<file path="config.mk">
export PLATFORM = sky130hd
export DESIGN_NAME = fgemv_fma
export DESIGN_NICKNAME = d
export VERILOG_FILES = /design/src/design/fp32_gemv_row_stream_unit_assert.svh /design/src/design/fgemv_pkg.sv /design/src/design/fgemv_fma.sv
export SDC_FILE = /design/constraint.sdc
export NUM_CORES = 2
export LEC_CHECK = 0
export ABC_AREA = 1
export BUFFER_PORTS_ARGS = -buffer_cell sky130_fd_sc_hd__buf_2
export CAP_MARGIN = 20
export CELL_PAD_IN_SITES_DETAIL_PLACEMENT = 1
export CELL_PAD_IN_SITES_GLOBAL_PLACEMENT = 1
export CORE_MARGIN = 2
export CORE_UTILIZATION = 48
export DETAILED_ROUTE_END_ITERATION = 10
export PLACE_DENSITY = 0.91
export SYNTH_ARGS = -nofsm -noshare
export SYNTH_HDL_FRONTEND = slang
export SYNTH_SLANG_ARGS = --single-unit
</file>
<file path="constraint.sdc">
create_clock -name clock -period 13 [get_ports clock]
set_input_delay 2.6 -clock clock [delete_from_list [all_inputs] [get_ports clock]]
set_output_delay 2.6 -clock clock [all_outputs]
set_load 0.005 [all_outputs]
</file>
<file path="src/design/fp32_gemv_row_stream_unit_assert.svh">
// Assertion macros for the row-stream matrix-vector unit.
// Included by modules that carry concurrent checks; no other dependencies.
`ifndef FP32_GEMV_ROW_STREAM_UNIT_ASSERT_SVH
`define FP32_GEMV_ROW_STREAM_UNIT_ASSERT_SVH
`ifndef SYNTHESIS
`define FGEMV_ASSERT_IMP(lbl, clk, rst, ante, cons) \
   lbl: assert property (@(posedge clk) disable iff (rst) (ante) |-> (cons)) \
      else $error("assertion failed");
`define FGEMV_ASSERT_NXT(lbl, clk, rst, ante, cons) \
   lbl: assert property (@(posedge clk) disable iff (rst) (ante) |=> (cons)) \
      else $error("assertion failed");
`else
`define FGEMV_ASSERT_IMP(lbl, clk, rst, ante, cons)
`define FGEMV_ASSERT_NXT(lbl, clk, rst, ante, cons)
`endif
`endif

</file>
<file path="src/design/fgemv_pkg.sv">
// Shared types and constants of the row-stream matrix-vector unit.
// No dependencies.
package fgemv_pkg;
   localparam logic [31:0] QNAN_BITS = 32'h7FC0_0000;
   localparam logic [31:0] INF_BITS  = 32'h7F80_0000;
   localparam logic [31:0] ZERO_BITS = 32'h0000_0000;
   localparam logic [31:0] NZERO_BITS = 32'h8000_0000;

   localparam int FMA_STAGES = 5;
   localparam int CSR_DATA_W = 16;

   localparam logic CSR_COLUMN_COUNT = 1'b0;
   localparam logic CSR_ROW_COUNT    = 1'b1;

   typedef struct packed {
      logic row0;
      logic last_row;
      logic last_col;
   } item_tag_type;
endpackage

</file>
<file path="src/design/fgemv_fma.sv">
// Five-stage binary32 fused multiply-add, nearest-even, with item tags.
// Depends on fgemv_pkg. Addend enters at stage 1, alongside the registered operands.
module fgemv_fma import fgemv_pkg::*; #(
   parameter int COL_W = 10
) (
   input  logic                              clock,
   input  logic                              reset,
   input  logic                              adv,
   input  logic                              in_valid,
   input  item_tag_type                      in_tag,
   input  logic [COL_W-1:0]                  in_col,
   input  logic [31:0]                       in_a,
   input  logic [31:0]                       in_b,
   input  logic [31:0]                       s1_c,
   output logic [FMA_STAGES-1:0]             stage_valid,
   output logic [FMA_STAGES-1:0][COL_W-1:0]  stage_col,
   output logic                              out_valid,
   output item_tag_type                      out_tag,
   output logic [COL_W-1:0]                  out_col,
   output logic [31:0]                       out_result
);
   function automatic logic [6:0] lzc64(input logic [63:0] v);
      logic [6:0] n;
      logic       found;
      n = 7'd64;
      found = 1'b0;
      for (int i = 63; i >= 0; i--) begin
         if (!found && v[i]) begin
            n = 7'(63 - i);
            found = 1'b1;
         end
      end
      return n;
   endfunction

   logic [FMA_STAGES-1:0]            v_ff;
   item_tag_type [FMA_STAGES-1:0]    tag_ff;
   logic [FMA_STAGES-1:0][COL_W-1:0] col_ff;
   logic [FMA_STAGES-1:0]            spec_ff;
   logic [FMA_STAGES-1:0][31:0]      specv_ff;

   always_ff @(posedge clock) begin
      if (reset) begin
         v_ff <= '0;
      end else if (adv) begin
         v_ff <= {v_ff[FMA_STAGES-2:0], in_valid};
      end
   end

   // stage 1: unpack, multiply, special cases
   logic [31:0] a1_ff, b1_ff;
   logic [31:0] c1;
   logic        sp1, sc1;
   logic        a_nan, b_nan, c_nan, a_inf, b_inf, c_inf, a_zero, b_zero, c_zero;
   logic [23:0] ma, mb, mc;
   logic [7:0]  ea, eb, ec;
   logic        spec1;
   logic [31:0] specv1;

   always_comb begin
      c1 = tag_ff[0].row0 ? ZERO_BITS : s1_c;
      sp1 = a1_ff[31] ^ b1_ff[31];
      sc1 = c1[31];
      a_nan = a1_ff[30:0] > INF_BITS[30:0];
      b_nan = b1_ff[30:0] > INF_BITS[30:0];
      c_nan = c1[30:0] > INF_BITS[30:0];
      a_inf = a1_ff[30:0] == INF_BITS[30:0];
      b_inf = b1_ff[30:0] == INF_BITS[30:0];
      c_inf = c1[30:0] == INF_BITS[30:0];
      a_zero = a1_ff[30:0] == 31'd0;
      b_zero = b1_ff[30:0] == 31'd0;
      c_zero = c1[30:0] == 31'd0;
      ma = (a1_ff[30:23] == 8'd0) ? {1'b0, a1_ff[22:0]} : {1'b1, a1_ff[22:0]};
      mb = (b1_ff[30:23] == 8'd0) ? {1'b0, b1_ff[22:0]} : {1'b1, b1_ff[22:0]};
      mc = c_zero ? 24'd0 :
           ((c1[30:23] == 8'd0) ? {1'b0, c1[22:0]} : {1'b1, c1[22:0]});
      ea = (a1_ff[30:23] == 8'd0) ? 8'd1 : a1_ff[30:23];
      eb = (b1_ff[30:23] == 8'd0) ? 8'd1 : b1_ff[30:23];
      ec = (c1[30:23] == 8'd0) ? 8'd1 : c1[30:23];
      spec1 = 1'b1;
      specv1 = QNAN_BITS;
      if (a_nan || b_nan || c_nan) begin
         specv1 = QNAN_BITS;
      end else if (a_inf || b_inf) begin
         if (a_zero || b_zero) begin
            specv1 = QNAN_BITS;
         end else if (c_inf && (sc1 != sp1)) begin
            specv1 = QNAN_BITS;
         end else begin
            specv1 = {sp1, INF_BITS[30:0]};
         end
      end else if (c_inf) begin
         specv1 = c1;
      end else if (a_zero || b_zero) begin
         if (!c_zero) begin
            specv1 = c1;
         end else begin
            specv1 = (sp1 && sc1) ? NZERO_BITS : ZERO_BITS;
         end
      end else begin
         spec1 = 1'b0;
      end
   end

   // stage 2: normalize product and addend
   logic [47:0]        prod2_ff;
   logic signed [11:0] eab2_ff, ecc2_ff;
   logic [23:0]        mc2_ff;
   logic [2:1]         sp_ff, sc_ff, cz_ff;
   logic [6:0]         lzp, lzc;
   logic [61:0]        x2, y2;
   logic signed [11:0] ep2, ec2;

   always_comb begin
      lzp = lzc64({prod2_ff, 16'd0});
      lzc = lzc64({mc2_ff, 40'd0});
      x2 = {prod2_ff, 14'd0} << lzp;
      y2 = {mc2_ff, 38'd0} << lzc;
      ep2 = eab2_ff - $signed({5'd0, lzp});
      ec2 = ecc2_ff - $signed({5'd0, lzc});
   end

   // stage 3: swap, align, add
   logic [61:0]        x3_ff, y3_ff;
   logic signed [11:0] ep3_ff, ec3_ff;
   logic               swap;
   logic [61:0]        big, small_v, ys;
   logic signed [11:0] ebig, esmall, d;
   logic [123:0]       al_wide;
   logic               sx3;
   logic [62:0]        sum3;

   always_comb begin
      swap = !cz_ff[2] && ((ec3_ff > ep3_ff) || ((ec3_ff == ep3_ff) && (y3_ff > x3_ff)));
      big = swap ? y3_ff : x3_ff;
      small_v = swap ? x3_ff : y3_ff;
      ebig = swap ? ec3_ff : ep3_ff;
      esmall = swap ? ep3_ff : ec3_ff;
      sx3 = swap ? sc_ff[2] : sp_ff[2];
      d = ebig - esmall;
      al_wide = {small_v, 62'd0} >> d[5:0];
      if (cz_ff[2]) begin
         ys = 62'd0;
      end else if (d >= 12'sd63) begin
         ys = 62'd1;
      end else begin
         ys = al_wide[123:62] | {61'd0, |al_wide[61:0]};
      end
      if (sp_ff[2] == sc_ff[2]) begin
         sum3 = {1'b0, big} + {1'b0, ys};
      end else begin
         sum3 = {1'b0, big} - {1'b0, ys};
      end
   end

   // stage 4: normalize and align to the result grid
   logic [62:0]        sum4_ff;
   logic signed [11:0] e4_ff;
   logic               sx4_ff, zero4_ff;
   logic [6:0]         m4;
   logic signed [11:0] q4, sh4, ls4;
   logic [6:0]         shc;
   logic [62:0]        lsh;
   logic [126:0]       rs_wide;
   logic [24:0]        mant4;
   logic               rbit4, sticky4;

   always_comb begin
      m4 = 7'd62 - lzc64({sum4_ff, 1'b0});
      q4 = e4_ff + $signed({5'd0, m4}) - 12'sd23;
      if (q4 < -12'sd149) begin
         q4 = -12'sd149;
      end
      sh4 = q4 - e4_ff;
      ls4 = -sh4;
      shc = (sh4 > 12'sd64) ? 7'd64 : sh4[6:0];
      lsh = sum4_ff << ls4[5:0];
      rs_wide = {sum4_ff, 64'd0} >> shc;
      if (sh4 <= 12'sd0) begin
         mant4 = lsh[24:0];
         rbit4 = 1'b0;
         sticky4 = 1'b0;
      end else begin
         mant4 = rs_wide[88:64];
         rbit4 = rs_wide[63];
         sticky4 = |rs_wide[62:0];
      end
   end

   // stage 5: round and pack
   logic [24:0]        mant5_ff;
   logic               rbit5_ff, sticky5_ff, sx5_ff, zero5_ff;
   logic signed [11:0] q5_ff;
   logic [24:0]        mr, mn;
   logic signed [11:0] qn, biased;

   always_comb begin
      mr = mant5_ff + {24'd0, rbit5_ff && (sticky5_ff || mant5_ff[0])};
      mn = mr[24] ? (mr >> 1) : mr;
      qn = mr[24] ? (q5_ff + 12'sd1) : q5_ff;
      biased = mn[23] ? (qn + 12'sd150) : 12'sd0;
      if (spec_ff[4]) begin
         out_result = specv_ff[4];
      end else if (zero5_ff) begin
         out_result = ZERO_BITS;
      end else if (biased >= 12'sd255) begin
         out_result = {sx5_ff, INF_BITS[30:0]};
      end else begin
         out_result = {sx5_ff, biased[7:0], mn[22:0]};
      end
   end

   always_ff @(posedge clock) begin
      if (adv) begin
         tag_ff <= {tag_ff[FMA_STAGES-2:0], in_tag};
         col_ff <= {col_ff[FMA_STAGES-2:0], in_col};
         spec_ff <= {spec_ff[FMA_STAGES-2:1], spec1, 1'b0};
         specv_ff <= {specv_ff[FMA_STAGES-2:1], specv1, ZERO_BITS};
         a1_ff <= in_a;
         b1_ff <= in_b;
         prod2_ff <= ma * mb;
         eab2_ff <= $signed({4'd0, ea}) + $signed({4'd0, eb}) - 12'sd314;
         ecc2_ff <= $signed({4'd0, ec}) - 12'sd188;
         mc2_ff <= mc;
         sp_ff <= {sp_ff[1], sp1};
         sc_ff <= {sc_ff[1], sc1};
         cz_ff <= {cz_ff[1], c_zero};
         x3_ff <= x2;
         y3_ff <= y2;
         ep3_ff <= ep2;
         ec3_ff <= ec2;
         sum4_ff <= sum3;
         e4_ff <= ebig;
         sx4_ff <= sx3;
         zero4_ff <= sum3 == 63'd0;
         mant5_ff <= mant4;
         rbit5_ff <= rbit4;
         sticky5_ff <= sticky4;
         q5_ff <= q4;
         sx5_ff <= sx4_ff;
         zero5_ff <= zero4_ff;
      end
   end

   assign stage_valid = v_ff;
   assign stage_col = col_ff;
   assign out_valid = v_ff[FMA_STAGES-1];
   assign out_tag = tag_ff[FMA_STAGES-1];
   assign out_col = col_ff[FMA_STAGES-1];
endmodule

</file>
Word-level counts from Yosys, hierarchy flattened
Cells that the tools add are included.
Operators by class
  multiply operators: 1
  bitwise logic cells: 2
  add/sub/neg operators: 16
  reductions and logical operators: 286
  shift operators: 5
  order comparisons: 10
  equality and inequality tests: 6
  muxes and demuxes: 299
Operators by type and width (number)
  $mux W7: 136
  $mux W32: 10
  $mux W62: 4
  $logic_and A1 B1 Y1: 137
  $mux W1: 134
  $logic_not A1 Y1: 133
  $shr A127 B7 Y89: 1
  $shl A62 B7 Y62: 2
  $shr A124 B6 Y124: 1
  $mux W24: 4
  $eq A31 B31 Y1 const B: 3
  $gt A31 B31 Y1 const B: 3
  $logic_not A31 Y1: 3
  $add A62 B62 Y63: 1
  $logic_not A63 Y1: 1
  $mux W63: 1
  $reduce_or A63 Y1: 1
  $shl A63 B6 Y25: 1
  $sub A62 B62 Y63: 1
  $gt A62 B62 Y1: 1
  $or A62 B1 Y62: 1
  $reduce_or A62 Y1: 1
  $mux W12: 5
  $mul A24 B24 Y48: 1
  28 further kinds: 39
Word-level totals
  register bits: 634
  output and inout bits: 101
  bits of input ports: 113

Longest topological paths before layout
  depth in word-level cells: 197
  depth in mapped cells: 94
  gate-level depth less buffers: 92

Worst setup path after synthesis
No wires, ideal clock.
  path type: reg-to-reg
  from: register sum4_ff[60]
  to: register sticky5_ff (data pin)
  clock period less this slack: 11783 ps
  data required time: 12746 ps
  cell stages (with the launch flop): 88
  slack: 1217 ps
  buffers on the path: 3
  data arrival time: 11529 ps
  cell sequence: edfxtp_1 nor2_4 nand4_1 nor2_2 nand4_1 nor2_2 nand4_1 nor2_2 nand4_1 nor2_1 nand4_1 nor2_2 nand4_1 nor2_2 nand4_1 nor2_2 nand4_1 nor2_2 [... 52 more ...] nor2_2 clkbuf_8 clkbuf_1 nand3_1 nand3_1 nand3_1 nand2_1 nand2_1 nand3_1 nand2_1 nor2_2 nand2_1 nor2_2 nand3_1 nand2_1 nand2_1 nor2_1 nor2_1
Between the ends
  word-level cells in the longest chain between the ends: 192
  elaborated cells between the ends (all ways): 253
  those cells by class: add/sub (4); order compare (3); shift (1); mux (123); reduce/logical (122)
RTL lines
  start: declaration: RTL line fgemv_fma.sv:157  | logic [62:0] sum4_ff;
  start signal: assignment: RTL line fgemv_fma.sv:232  | sum4_ff <= sum3;
  $logic_and A1 B1 Y1 (*): RTL line fgemv_fma.sv:28  | if (!found && v[i]) begin
  $mux W1: RTL line fgemv_fma.sv:28
  $logic_not A1 Y1: RTL line fgemv_fma.sv:28
  $logic_and A1 B1 Y1: RTL line fgemv_fma.sv:28
  $mux W1: RTL line fgemv_fma.sv:28
  $logic_not A1 Y1: RTL line fgemv_fma.sv:28
  $logic_and A1 B1 Y1: RTL line fgemv_fma.sv:28
  $mux W1: RTL line fgemv_fma.sv:28
  [... 177 more ...]
  $lt A12 B9 Y1: RTL line fgemv_fma.sv:171  | if (q4 < -12'sd149) begin
  $mux W12 (*): RTL line fgemv_fma.sv:171
  named net q4[0]: RTL line fgemv_fma.sv:161  | logic signed [11:0] q4, sh4, ls4;
  $sub A12 B12 Y12 (*): RTL line fgemv_fma.sv:174  | sh4 = q4 - e4_ff;
  $gt A12 B8 Y1: RTL line fgemv_fma.sv:176  | shc = (sh4 > 12'sd64) ? 7'd64 : sh4[6:0];
  $mux W7: RTL line fgemv_fma.sv:176
  $shr A127 B7 Y89: RTL line fgemv_fma.sv:178  | rs_wide = {sum4_ff, 64'd0} >> shc;
  $reduce_or A63 Y1: RTL line fgemv_fma.sv:186  | sticky4 = |rs_wide[62:0];
  end signal: assignment: RTL line fgemv_fma.sv:238  | sticky5_ff <= sticky4;
  end: declaration: RTL line fgemv_fma.sv:192  | logic rbit5_ff, sticky5_ff, sx5_ff, zero5_ff;
The timed path passes the listed nets; every way through them passes the cells marked *.
A chain may end at the register's enable or synchronous reset.

Final worst setup path
  from: register sum4_ff[59]
  to: register sticky5_ff (data pin)
Between the ends
  word-level cells in the longest chain between the ends: 189
  elaborated cells between the ends (all ways): 249
  those cells by class: add/sub (4); order compare (3); shift (1); mux (121); reduce/logical (120)
RTL lines (RTL line)
  $logic_and A1 B1 Y1 (*): fgemv_fma.sv:28
  $mux W1: fgemv_fma.sv:28
  $logic_not A1 Y1: fgemv_fma.sv:28
  $logic_and A1 B1 Y1: fgemv_fma.sv:28
  $mux W1: fgemv_fma.sv:28
  $logic_not A1 Y1: fgemv_fma.sv:28
  $logic_and A1 B1 Y1: fgemv_fma.sv:28
  $mux W1: fgemv_fma.sv:28
  [... 174 more ...]
  $lt A12 B9 Y1: fgemv_fma.sv:171
  $mux W12 (*): fgemv_fma.sv:171
  named net q4[2]: fgemv_fma.sv:161
  $sub A12 B12 Y12 (*): fgemv_fma.sv:174
  $gt A12 B8 Y1: fgemv_fma.sv:176
  $mux W7: fgemv_fma.sv:176
  $shr A127 B7 Y89: fgemv_fma.sv:178
  $reduce_or A63 Y1: fgemv_fma.sv:186
Marked as above.

==> flow_summary.yaml <==
setup_path:
  cp-start-kind: "register"
  crit_slowest_cell: "edfxtp_1"
  cpPeakStageDelay_ns: 0.45
  worst_path_most_repeated_cell: "nand4_1"
  crit_arrival_ns: 13.76
  crit_type: "register to register"
  cp_max_fo: 6
  crit_path_end_kind: "register"
  cp.required_ns: 13.46
layout:
  post_route_cells_drive_above_1_share_pct: 15.0
  fillers: 16000
  nNetsFinal: 9542
  area_growth_pct: 15.2
  final_util_pct: 55.6
yosys:
  synth_ff_type: "edfxtp_1"
  netlist_area_um2: 63400
  seq_area_frac_synth_pct: 27.2
  synthArstFlopShare_pct: 0
  ys_types: 82
  synth_area_leaders: "edfxtp_1, fa_1, nand2_1"
  yosysMostFrequentCell: "nand2_1"
  synth_enable_flop_cells: 572
  syn_area_per_cell_um2: 7.59
  syn-num-nets: 9275
  ys_ff_latch: 577
  synth_top_area_cell: "edfxtp_1"
  synth-warning-count: 0
  yosysTopAreaCellShare_pct: 27.1
  netlist_instances: 8349
  synth_top_cells_by_count: "nand2_1, inv_1, nand3_1"
timing:
  setup_viol: 3
  hold_viol_final: 0
  relSlewSlack_pct: 10.9
  slew_violations: 0
  max_clock_freq_mhz: 75.2
  fin_ws_ns: -0.301
  fin_crit_ns: 13.30
  worst-slew-pin-transition_ns: 1.34
  finalCritPeriodShare_pct: 102
  skew_ns: 0.0730
  rsz0062_at_grt: "true"
global_routing:
  grt_max_degree: 202
  grt_pass1_wl_mm: 413
  grt_use_met3_pct: 7.70
  overflow: 0
  top_usage_layer: "met2"
  antenna_found_initial: 13
  grtUsageTotal_pct: 40.3
  grt_pass1_vias: 67700
  grt_use_met2_pct: 70.2
  use_met1_pct: 43.6
job:
  drv_cap: 0
outcome:
  violations: "setup timing"
  status: "complete, but fails checks"
drt:
  vias_per_cell: 6.21
  dr.pass1.iters: 6
  drc: 0
  num_vias: 64800
  wire_per_inst_um: 27.9
  drt_wl_total_mm: 291
  antenna_left: 0
  drt_iter0_drc: 6423
worst_hold_path:
  hold_class: "register to register"
cts:
  cts_tree: "built"
  clockRootBuffer: "clkbuf_16"
  numCtsBuffers: 67
  h-tree-depth: 3
  cts.sinks: 577
  cts_hold_buf: 0
  cts_max_path_buffers: 3
  clk_pin_slew_ns: 0.09
  insertion_delay_ns: 0.72
placement:
  dp_hpwl_mm: 207
  gp_congestion: 0.963
  portBuffers: 213
floorplan:
  ios: 214
  num_rows: 133
  dieArea_um2: 135000
  initial_core_util_pct: 48.3
  core-area_um2: 131000
  die_w_um: 367
  die_h_um: 367
worst paths after layout:
check / from / endpoint / cells past startpoint / slack (ns)
max: sum4_ff[59] / sticky5_ff / 90 / -0.30
min: specv_ff[85] / specv_ff[117] / 0 / 0.41
max reg2reg: sum4_ff[59] / sticky5_ff / 90 / -0.30
min reg2reg: specv_ff[85] / specv_ff[117] / 0 / 0.41
cell type report:
class	instances	area [um^2]	area share, %
timing repair buffer	623	5190	7.11
inverter	1400	5290	7.25
tap	1755	2200	3.01
sequential	577	17300	23.7
clock inverter	43	546	0.747
multi-input combinational	5944	40800	55.8
clock buffer	77	1710	2.35
timing repair inverter	3	21.3	0.0291
antenna	6	15.0	0.0206
worst max-delay path: cells and delay by family, from the launching register on:
kind,cells,cell delay (ns)
flops,1,0.45
simple gates,64,8.51
fa+ha+maj,4,1.16
compound gates,13,1.75
xor+xnor,2,0.41
buf+inv,7,0.80
cell families (layout without fill, tap and decap cells):
group | count (synthesis) | after routing | synth area share [%]
and+or+nand+nor | 3695 | 3695 | 24.9
buffers and inverters | 1828 | 2146 | 11.8
AOI/OAI and AO/OA | 1164 | 1164 | 10.4
adders and majority gates | 813 | 813 | 21.8
DFF | 577 | 577 | 27.2
xor gates and xnor gates | 232 | 232 | 3.22
muxes | 40 | 40 | 0.632
other | 0 | 6 | 0
per-layer routing:
| metal | up-vias | part of all wire, % |
|---|---|---|
| met5 | - | 0.040 |
| met4 | 18 | 9.7 |
| met3 | 1808 | 8.2 |
| met2 | 3945 | 48 |
| met1 | 31600 | 34 |
| li1 | 27400 | - |
placed cells by master, fill, tap and decap left out, types with 16 or more instances in the layout:
cell type and n:
a21oi_1 222, a21oi_2 28, a31oi_1 19, a32o_1 21, buf_12 32, buf_2 212, buf_4 318, buf_6 26
clkbuf_16 81, edfxtp_1 572, fa_1 486, ha_1 320, inv_1 1371, mux2i_1 40, nand2_1 2082, nand2_2 137
nand2_4 16, nand3_1 431, nand3_2 174, nand3_4 37, nand4_1 90, nor2_1 466, nor2_2 47, nor3_1 71
nor4_1 65, o211ai_1 23, o21ai_0 569, o21ai_1 77, o21ai_2 25, o21bai_1 26, o22ai_1 19, xnor2_1 69
xor2_1 158
sequential cells by signal (all words and copies together), names as in the netlist, 9 cells and up:
register	flops
tag_ff	12
out_col	10
x3_ff	48
e4_ff	12
eab2_ff	10
specv_ff	128
mant5_ff	25
ecc2_ff	9
q5_ff	12
sum4_ff	63
a1_ff	32
b1_ff	32
stage_col	40
y3_ff	24
prod2_ff	48
mc2_ff	24
ep3_ff	12
ec3_ff	12
what timing repair did:
item                                    4_1_cts  5_1_grt
endpoints found under the setup margin        5       43
setup buffers                                 8       77
cloned                                        3       16
pin swaps                                     4      136
resized for setup                            28      544
through the flow:
| step | hold slack, ns | std cells | instance area [um^2] | TNS (ns) | setup WS, ns |
|---|---|---|---|---|---|
| finish | 0.411 | 10400 | 73000 | -0.346 | -0.301 |
| global route | 0.423 | 10400 | 73000 | -20.84 | -1.27 |
| CTS | 0.421 | 10300 | 69600 | 0 | 0.00854 |
| detailed placement | 0.406 | 10200 | 67100 | -0.166 | -0.0943 |
| global placement | 0.400 | 10200 | 67100 | 0 | 0.254 |
| floorplan | 0.400 | 8349 | 63400 | 0 | 1.22 |
Power is left out: the tool's default activity adds up to more than one toggle a clock period on the data nets, which glitch-free logic cannot reach.
